$ cat config.mk
export PLATFORM = sky130hd
export DESIGN_NAME = spanning_tree_election_node
export DESIGN_NICKNAME = d
export VERILOG_FILES = /design/src/sv/stel_pkg.sv /design/src/sv/stel_core.sv /design/src/sv/stel_emit.sv /design/src/sv/spanning_tree_election_node.sv
export SDC_FILE = /design/constraint.sdc
export NUM_CORES = 1
export LEC_CHECK = 0
export BUFFER_PORTS_ARGS = -buffer_cell sky130_fd_sc_hd__buf_2
export CORE_MARGIN = 4
export CORE_UTILIZATION = 62
export CTS_BUF_LIST = sky130_fd_sc_hd__clkbuf_8
export DETAILED_ROUTE_END_ITERATION = 12
export HOLD_SLACK_MARGIN = 0.06
export PLACE_DENSITY = 0.82
export SYNTH_ARGS = -nofsm -noshare
export SYNTH_HDL_FRONTEND = slang
export SYNTH_SLANG_ARGS = --single-unit
$ cat constraint.sdc
create_clock -name aclk -period 14.7 [get_ports aclk]
set_input_delay 1.47 -clock aclk [delete_from_list [all_inputs] [get_ports aclk]]
set_output_delay 1.47 -clock aclk [all_outputs]
set_load 0.02 [all_outputs]
$ cat src/sv/stel_pkg.sv
`default_nettype none

package stel_pkg;

    localparam int MaxNodes = 16;
    localparam int IdW      = 4;
    localparam int CountW   = 5;
    localparam int StateW   = 5;
    localparam int CountRegW = 4;

    localparam logic [StateW-1:0] NoneId = 5'd31;

    typedef enum logic [1:0] {
        KIND_QUERY  = 2'd0,
        KIND_ACCEPT = 2'd1,
        KIND_REJECT = 2'd2,
        KIND_ACK    = 2'd3
    } kind_t;

    typedef enum logic {
        CFG_NODE_ID    = 1'b0,
        CFG_NODE_COUNT = 1'b1
    } cfg_index_t;

    typedef struct packed {
        logic [MaxNodes-1:0] mask;
        logic [IdW-1:0]      root;
        kind_t               kind;
        logic                done;
    } job_t;

endpackage

`default_nettype wire

$ cat src/sv/stel_core.sv
`default_nettype none

module stel_core (
    input  wire logic                   aclk,
    input  wire logic                   aresetn,
    input  wire logic                   cfg_wen,
    input  wire logic                   cfg_index,
    input  wire logic [4:0]             cfg_wdata,
    input  wire logic                   take,
    input  wire logic                   mode,
    input  wire logic [3:0]             msg_root,
    input  wire logic [1:0]             msg_kind,
    input  wire logic [3:0]             msg_source,
    output stel_pkg::job_t              job
);

    logic [stel_pkg::IdW-1:0]       node_id_reg;
    logic [stel_pkg::CountW-1:0]    node_count_reg;
    logic [stel_pkg::StateW-1:0]    best_root_reg, best_root_next;
    logic [stel_pkg::StateW-1:0]    parent_node_reg, parent_node_next;
    logic [stel_pkg::CountRegW-1:0] queries_sent_reg, queries_sent_next;
    logic [stel_pkg::CountRegW-1:0] replies_seen_reg, replies_seen_next;
    logic                           halted_reg, halted_next;

    logic [stel_pkg::CountW-1:0]    active_n;
    logic [stel_pkg::MaxNodes-1:0]  range_mask;
    logic [stel_pkg::MaxNodes-1:0]  bc_cur, bc_src, src_hot, parent_hot;
    logic [stel_pkg::CountW-1:0]    bc_cur_cnt, bc_src_cnt;
    logic [stel_pkg::CountRegW-1:0] replies_inc;
    logic                           id_mult3;
    stel_pkg::kind_t                kind_in;

    function automatic logic [stel_pkg::MaxNodes-1:0] onehot(input logic [3:0] idx);
        logic [stel_pkg::MaxNodes-1:0] v;
        v = '0;
        v[idx] = 1'b1;
        return v;
    endfunction

    function automatic logic [stel_pkg::MaxNodes-1:0] bcast(
        input logic [stel_pkg::MaxNodes-1:0] rng,
        input logic [3:0]                    self_id,
        input logic [stel_pkg::StateW-1:0]   parent
    );
        logic [stel_pkg::MaxNodes-1:0] v;
        v = rng & ~onehot(self_id);
        if (parent != stel_pkg::NoneId) begin
            v = v & ~onehot(parent[3:0]);
        end
        return v;
    endfunction

    assign kind_in = stel_pkg::kind_t'(msg_kind);

    always_comb begin
        unique case (node_id_reg)
            4'd0, 4'd3, 4'd6, 4'd9, 4'd12, 4'd15: id_mult3 = 1'b1;
            default:                              id_mult3 = 1'b0;
        endcase
    end

    assign active_n = (node_count_reg > stel_pkg::CountW'(stel_pkg::MaxNodes))
                    ? stel_pkg::CountW'(stel_pkg::MaxNodes) : node_count_reg;

    always_comb begin
        for (int i = 0; i < stel_pkg::MaxNodes; i++) begin
            range_mask[i] = (stel_pkg::CountW'(i) < active_n);
        end
    end

    assign bc_cur     = bcast(range_mask, node_id_reg, parent_node_reg);
    assign bc_src     = bcast(range_mask, node_id_reg, {1'b0, msg_source});
    assign bc_cur_cnt = stel_pkg::CountW'($countones(bc_cur));
    assign bc_src_cnt = stel_pkg::CountW'($countones(bc_src));
    assign src_hot    = onehot(msg_source);
    assign parent_hot = onehot(parent_node_reg[3:0]);
    assign replies_inc = replies_seen_reg + 4'd1;

    always_comb begin
        best_root_next    = best_root_reg;
        parent_node_next  = parent_node_reg;
        queries_sent_next = queries_sent_reg;
        replies_seen_next = replies_seen_reg;
        halted_next       = halted_reg;
        job               = '0;
        job.kind          = stel_pkg::KIND_QUERY;
        if (!halted_reg) begin
            if (!mode) begin
                if (id_mult3) begin
                    best_root_next    = {1'b0, node_id_reg};
                    queries_sent_next = bc_cur_cnt[3:0];
                    job.mask          = bc_cur;
                    job.root          = node_id_reg;
                    job.kind          = stel_pkg::KIND_QUERY;
                    job.done          = (bc_cur == '0);
                end
            end else begin
                unique case (kind_in)
                    stel_pkg::KIND_QUERY: begin
                        if (best_root_reg == stel_pkg::NoneId ||
                            {1'b0, msg_root} < best_root_reg) begin
                            best_root_next    = {1'b0, msg_root};
                            parent_node_next  = {1'b0, msg_source};
                            replies_seen_next = '0;
                            queries_sent_next = bc_src_cnt[3:0];
                            job.root          = msg_root;
                            if (bc_src == '0) begin
                                job.mask = src_hot;
                                job.kind = stel_pkg::KIND_ACCEPT;
                                job.done = 1'b1;
                            end else begin
                                job.mask = bc_src;
                                job.kind = stel_pkg::KIND_QUERY;
                            end
                        end else begin
                            job.mask = src_hot;
                            job.root = best_root_reg[3:0];
                            job.kind = stel_pkg::KIND_REJECT;
                        end
                    end
                    stel_pkg::KIND_ACCEPT, stel_pkg::KIND_REJECT: begin
                        if (best_root_reg != stel_pkg::NoneId &&
                            {1'b0, msg_root} == best_root_reg) begin
                            replies_seen_next = replies_inc;
                            if (replies_inc == queries_sent_reg) begin
                                job.root = best_root_reg[3:0];
                                if (parent_node_reg != stel_pkg::NoneId) begin
                                    job.mask = parent_hot;
                                    job.kind = stel_pkg::KIND_ACCEPT;
                                end else begin
                                    job.mask = bc_cur;
                                    job.kind = stel_pkg::KIND_ACK;
                                    job.done = 1'b1;
                                end
                            end
                        end
                    end
                    stel_pkg::KIND_ACK: begin
                        job.done = 1'b1;
                        job.root = msg_root;
                        job.kind = stel_pkg::KIND_ACK;
                        if (parent_node_reg == stel_pkg::NoneId ||
                            {1'b0, msg_source} != parent_node_reg) begin
                            job.mask = bc_cur;
                        end
                    end
                    default: ;
                endcase
            end
            halted_next = job.done;
        end
    end

    always_ff @(posedge aclk) begin
        if (!aresetn) begin
            node_id_reg      <= '0;
            node_count_reg   <= stel_pkg::CountW'(16);
            best_root_reg    <= stel_pkg::NoneId;
            parent_node_reg  <= stel_pkg::NoneId;
            queries_sent_reg <= '0;
            replies_seen_reg <= '0;
            halted_reg       <= 1'b0;
        end else begin
            if (cfg_wen) begin
                unique case (stel_pkg::cfg_index_t'(cfg_index))
                    stel_pkg::CFG_NODE_ID:    node_id_reg    <= cfg_wdata[3:0];
                    stel_pkg::CFG_NODE_COUNT: node_count_reg <= cfg_wdata;
                    default: ;
                endcase
            end
            if (take) begin
                best_root_reg    <= best_root_next;
                parent_node_reg  <= parent_node_next;
                queries_sent_reg <= queries_sent_next;
                replies_seen_reg <= replies_seen_next;
                halted_reg       <= halted_next;
            end
        end
    end

    a_halt_sticky: assert property (@(posedge aclk) disable iff (!aresetn)
        halted_reg |=> halted_reg)
        else $error("halted node resumed");

    a_halt_silent: assert property (@(posedge aclk) disable iff (!aresetn)
        halted_reg |-> job.mask == '0)
        else $error("halted node produced a request");

    a_done_sets_halt: assert property (@(posedge aclk) disable iff (!aresetn)
        take && job.done |=> halted_reg)
        else $error("done run did not halt node");

endmodule

`default_nettype wire

$ cat src/sv/stel_emit.sv
`default_nettype none

module stel_emit (
    input  wire logic           aclk,
    input  wire logic           aresetn,
    input  wire logic           load,
    input  stel_pkg::job_t      job_in,
    output logic                job_free,
    output logic                m_tvalid,
    input  wire logic           m_tready,
    output logic [15:0]         m_tdata,
    output logic                m_tlast,
    output logic                m_tuser
);

    stel_pkg::job_t                job_reg;
    logic                          out_valid_reg;
    logic [3:0]                    out_dest_reg, out_root_reg;
    stel_pkg::kind_t               out_kind_reg;
    logic                          out_last_reg, out_done_reg;

    logic                          emit_now;
    logic [stel_pkg::MaxNodes-1:0] low_bit, rem_mask;
    logic [3:0]                    low_idx;

    assign low_bit  = job_reg.mask & (~job_reg.mask + 1'b1);
    assign rem_mask = job_reg.mask & ~low_bit;

    always_comb begin
        low_idx = '0;
        for (int i = 0; i < stel_pkg::MaxNodes; i++) begin
            if (low_bit[i]) begin
                low_idx = low_idx | 4'(i);
            end
        end
    end

    assign emit_now = (job_reg.mask != '0) && (!out_valid_reg || m_tready);
    assign job_free = (job_reg.mask == '0) || (emit_now && rem_mask == '0);

    always_ff @(posedge aclk) begin
        if (!aresetn) begin
            job_reg.mask  <= '0;
            out_valid_reg <= 1'b0;
        end else begin
            if (load) begin
                job_reg.mask <= job_in.mask;
            end else if (emit_now) begin
                job_reg.mask <= rem_mask;
            end
            if (emit_now) begin
                out_valid_reg <= 1'b1;
            end else if (m_tready) begin
                out_valid_reg <= 1'b0;
            end
        end
    end

    always_ff @(posedge aclk) begin
        if (load) begin
            job_reg.root <= job_in.root;
            job_reg.kind <= job_in.kind;
            job_reg.done <= job_in.done;
        end
        if (emit_now) begin
            out_dest_reg <= low_idx;
            out_root_reg <= job_reg.root;
            out_kind_reg <= job_reg.kind;
            out_last_reg <= (rem_mask == '0);
            out_done_reg <= job_reg.done;
        end
    end

    assign m_tvalid = out_valid_reg;
    assign m_tdata  = {6'b0, out_kind_reg, out_root_reg, out_dest_reg};
    assign m_tlast  = out_last_reg;
    assign m_tuser  = out_done_reg;

    a_mid_not_last: assert property (@(posedge aclk) disable iff (!aresetn)
        emit_now && rem_mask != '0 |=> m_tvalid && !m_tlast)
        else $error("last flag set before run end");

    a_mask_hold: assert property (@(posedge aclk) disable iff (!aresetn)
        job_reg.mask != '0 && !emit_now |=> job_reg.mask == $past(job_reg.mask))
        else $error("pending destinations changed while stalled");

endmodule

`default_nettype wire

$ cat src/sv/spanning_tree_election_node.sv
// One node of a fully connected spanning-tree election network.
// Slave channel: one request per item. s_tuser is the mode (0 start,
// 1 message arrived); s_tdata carries msg_root, msg_kind, msg_source.
// Master channel: one request per outgoing message; m_tdata carries
// dest_node, out_root, out_kind; m_tlast marks the final message of a run;
// m_tuser is node_done, set on every message of a run after which the node
// halts. Once halted the node takes items and produces nothing.
// Configuration: cfg_wen/cfg_index/cfg_wdata write node_id (index 0) or
// node_count (index 1) at once; write only while idle.
// An accepted item passes the input, job and output registers before its
// first message is valid. Throughput: one item per cycle while each item
// yields at most one message and m_tready does not stall; a broadcast run
// holds the next item while the emitter walks its mask, one per cycle unless stalled.
// Reset (aresetn low, synchronous): node_id 0, node_count 16, no root, no
// parent, counts cleared, not halted, both channels empty.
// A stall on m_tready holds the output register and the pending run, then
// the one-item input register, then drops s_tready; nothing is lost.
`default_nettype none

module spanning_tree_election_node (
    input  wire logic        aclk,
    input  wire logic        aresetn,
    input  wire logic        cfg_wen,
    input  wire logic        cfg_index,
    input  wire logic [4:0]  cfg_wdata,
    input  wire logic        s_tvalid,
    output logic             s_tready,
    input  wire logic [15:0] s_tdata,   // msg_root[3:0], msg_kind[5:4], msg_source[9:6]
    input  wire logic        s_tuser,   // mode
    output logic             m_tvalid,
    input  wire logic        m_tready,
    output logic [15:0]      m_tdata,   // dest_node[3:0], out_root[7:4], out_kind[9:8]
    output logic             m_tlast,
    output logic             m_tuser    // node_done
);

    logic           in_valid_reg;
    logic           in_mode_reg;
    logic [3:0]     in_root_reg, in_source_reg;
    logic [1:0]     in_kind_reg;
    logic           job_free, take;
    stel_pkg::job_t job;

    assign take     = in_valid_reg && job_free;
    assign s_tready = !in_valid_reg || take;

    always_ff @(posedge aclk) begin
        if (!aresetn) begin
            in_valid_reg <= 1'b0;
        end else if (s_tready) begin
            in_valid_reg <= s_tvalid;
        end
    end

    always_ff @(posedge aclk) begin
        if (s_tready && s_tvalid) begin
            in_mode_reg   <= s_tuser;
            in_root_reg   <= s_tdata[3:0];
            in_kind_reg   <= s_tdata[5:4];
            in_source_reg <= s_tdata[9:6];
        end
    end

    stel_core u_core (
        .aclk       (aclk),
        .aresetn    (aresetn),
        .cfg_wen    (cfg_wen),
        .cfg_index  (cfg_index),
        .cfg_wdata  (cfg_wdata),
        .take       (take),
        .mode       (in_mode_reg),
        .msg_root   (in_root_reg),
        .msg_kind   (in_kind_reg),
        .msg_source (in_source_reg),
        .job        (job)
    );

    stel_emit u_emit (
        .aclk     (aclk),
        .aresetn  (aresetn),
        .load     (take),
        .job_in   (job),
        .job_free (job_free),
        .m_tvalid (m_tvalid),
        .m_tready (m_tready),
        .m_tdata  (m_tdata),
        .m_tlast  (m_tlast),
        .m_tuser  (m_tuser)
    );

endmodule

`default_nettype wire
==> metrics.txt <==
Hold Fails Final Rpt=0; Layout area overhead=4.77%; Period minus WS final=5.43 ns; setup bufs post-CTS=0; DP HPWL=15.0 mm; crit path max-delay cell type=dfxtp_1; CTS Root Cell=clkbuf_8; Clock Path Buffers=2; htree depth=3; Total Routed Length=19.1 mm; total power draw=1650 uW; Die Y=110 um; Clock Skew=0.0147 ns; Top Ports=48; post-DR vias/cell=6.54; clk_lat worst skew=0.37 ns; Port Buf Inserts=35; Netlist cell types=71; pwr dens=246 nW/um2; post-synth top area share=14.4%; Post-Syn Area per Cell=8.33 um2; data arrival time of the critical path=5.67 ns; slew margin rel.=14.3%; Worst VDD drop=0.000261 V; Gate Count Post-Synth=768; global-route wire length before repair=29.6 mm; RSZ-0062 raised after global routing=no; Lkg Pwr=0.00296 uW; layout cells sized above 1=9.10%; CTS sink cnt=76; largest net degree at the start of global routing=41; register bit total from synthesis=76; Worst-path clk slew=0.09 ns; CP Capture Type=flop; initial antenna violation count=0; cts bufs inserted=9; max reg flops=23; Ant. Diodes=0; status=completed; vias in the first global route=5513; max-slew violations=0; fin crit share=37.0%; DRC errors left=0; CTS tree=built; Routed Antenna Nets=0; Max stage delay on crit path=0.66 ns; die area=12000 um2; worst-margin pin slew=1.27 ns; ys async rst share=0%; Die Wd=110 um; crit start category=flop; Max Clock Freq=184 MHz; Post-synth EDFFs=30; # hold bufs at CTS=0; Finish-stage setup viols=0; Crit Path Max Fanout=11; routed wire length per instance=21.1 um; drt first pass iters=6; synth top area cells=dfxtp_1 (14%), edfxtp_1 (14%), ha_1 (8.8%); final setup TNS=0 ns; dominant synthesized flop cell=dfxtp_1; Min-Delay Path Class=flop to flop; worst setup path category=flop to flop; Final nets=859; global-route usage over all layers=32.8%; Synth warnings=0; post_cts resized=0; Core ar.=9910 um2; detailed-route via count=5895; largest area contributor in the netlist=dfxtp_1; std cell rows=36; Initial Utilization=64.5%; synthesized area=6400 um2; critical path, cell by cell=nor2_1, a31oi_1, o21ai_0, inv_1, ha_1, inv_1, fa_1, inv_1, fa_1, inv_1, fa_1, inv_1, fa_1, ha_1, fa_1, xnor2_1, xnor2_1, o22ai_1, a22oi_1; DR iter-0 viols=697; Seq/Total Area, Yosys=28.5%; register area=1820 um2; routability cong.=1.04; Filler cells=840; critical path required time=14.94 ns; # Max-Cap Violations=0; Overflow after GRT=0; area of the multi-input gates=4080 um2
## worst paths after layout
| path | from | slack [ns] | cells after the start | endpoint |
|---|---|---|---|---|
| max | u_core.node_id_reg[1] | 9.27 | 19 | u_core.queries_sent_reg[3] |
| min | u_emit.job_reg[5] | 0.42 | 0 | u_emit.out_root_reg[2] |
| max reg2reg | u_core.node_id_reg[1] | 9.27 | 19 | u_core.queries_sent_reg[3] |
| min reg2reg | u_emit.job_reg[5] | 0.42 | 0 | u_emit.out_root_reg[2] |
## placed cells by master (no fill, tap or decap), drive strengths merged, types with 5 or more instances in the layout
master | Yosys | routed
edfxtp | 30 | 30
or4 | 6 | 6
a22oi | 9 | 9
xnor2 | 12 | 12
buf | 16 | 36
o22ai | 8 | 8
mux2i | 17 | 17
o211ai | 10 | 10
nand2 | 68 | 68
nand3b | 8 | 8
fa | 22 | 22
a211o | 7 | 7
a211oi | 6 | 6
o221ai | 6 | 6
nor2b | 16 | 16
dfxtp | 46 | 46
a21oi | 50 | 50
nor3 | 18 | 18
and2 | 5 | 5
or2 | 7 | 7
inv | 72 | 76
o21ai | 40 | 40
and3 | 9 | 9
o31ai | 11 | 11
nand2b | 13 | 13
nor4 | 10 | 10
conb | 1 | 6
ha | 45 | 45
a21o | 8 | 8
nand3 | 28 | 28
or3 | 7 | 7
a31oi | 11 | 11
clkbuf | 40 | 9
nand4 | 7 | 7
nor2 | 46 | 46
## synth_stat cells (4+ instances only)
master,number
a211o_1,7
a211oi_1,5
a21o_1,7
a21oi_1,49
a221oi_1,4
a22oi_1,9
a31oi_1,11
a32o_1,4
a41o_1,4
and2_1,4
and3_1,9
buf_1,6
buf_4,6
clkbuf_1,40
dfxtp_1,46
edfxtp_1,30
fa_1,22
ha_1,45
inv_1,72
mux2i_1,17
nand2_1,67
nand2b_1,13
nand3_1,28
nand3b_1,8
nand4_1,6
nor2_1,46
nor2b_1,16
nor3_1,18
nor4_1,7
o211ai_1,10
o21ai_0,34
o21ai_1,6
o221ai_1,6
o22ai_1,8
o31ai_1,11
o32ai_1,4
or2_2,7
or3_1,7
or4_1,6
xnor2_1,12
xor2_1,4
## logic make-up after synthesis
family | Yosys count | share of synthesized area, %
xor gates and xnor gates | 16 | 2.19
adders and majority gates | 68 | 15.8
AOI/OAI and AO/OA | 207 | 22.0
and+or+nand+nor | 253 | 20.5
buffers and inverters | 129 | 8.10
DFF | 76 | 28.5
other | 1 | 0.0586
muxes | 18 | 2.84
## through the flow
step | worst slack [ns] | util [%] | hold WS, ns | area (um2) | instances
after floorplan | 10.02 | - | 0.400 | 6410 | 773
after global placement | 9.50 | 65.8 | 0.404 | 6520 | 886
after detailed placement | 9.32 | 65.8 | 0.408 | 6520 | 886
after CTS | 9.31 | 67.6 | 0.424 | 6700 | 902
after global routing | 9.02 | 67.6 | 0.425 | 6700 | 902
final | 9.27 | 67.6 | 0.422 | 6700 | 902
## final cells by class
class                   instances  share of cell area, %
multi-input cells             568                   60.8
flip-flops and latches         76                   27.2
inverters                      73                   4.09
repair buffers                 36                   2.73
well taps                     133                   2.48
clock buffers                   9                   1.85
clock inverters                 7                  0.859
## power breakdown
part / leakage (uW) / internal (uW) / switching, uW
registers: 0.000669 / 323 / 77.7
logic: 0.00220 / 416 / 680
clock network: 0.0000886 / 63.9 / 87.8
total: 0.00296 / 802 / 846
## worst max-delay path: cells and delay by family, from the launching register on
| family | cells | cell delay, ns |
|---|---|---|
| flip-flops | 1 | 0.66 |
| AND/OR/NAND/NOR | 1 | 0.18 |
| buffers and inverters | 5 | 0.40 |
| adder cells (fa/ha/maj) | 7 | 2.60 |
| AO/OA/AOI/OAI | 4 | 1.17 |
| XOR/XNOR | 2 | 0.28 |
## layer usage
metal / vias to the layer above / share of wire [%] / track usage (%)
met1: 2772 / 40 / 43.9
met5: - / 0 / 0
li1: 2736 / - / -
met2: 347 / 47 / 53.9
met3: 40 / 9.9 / 4.87
met4: 0 / 3.1 / 11.9
Power figures use the tool's default switching activity.
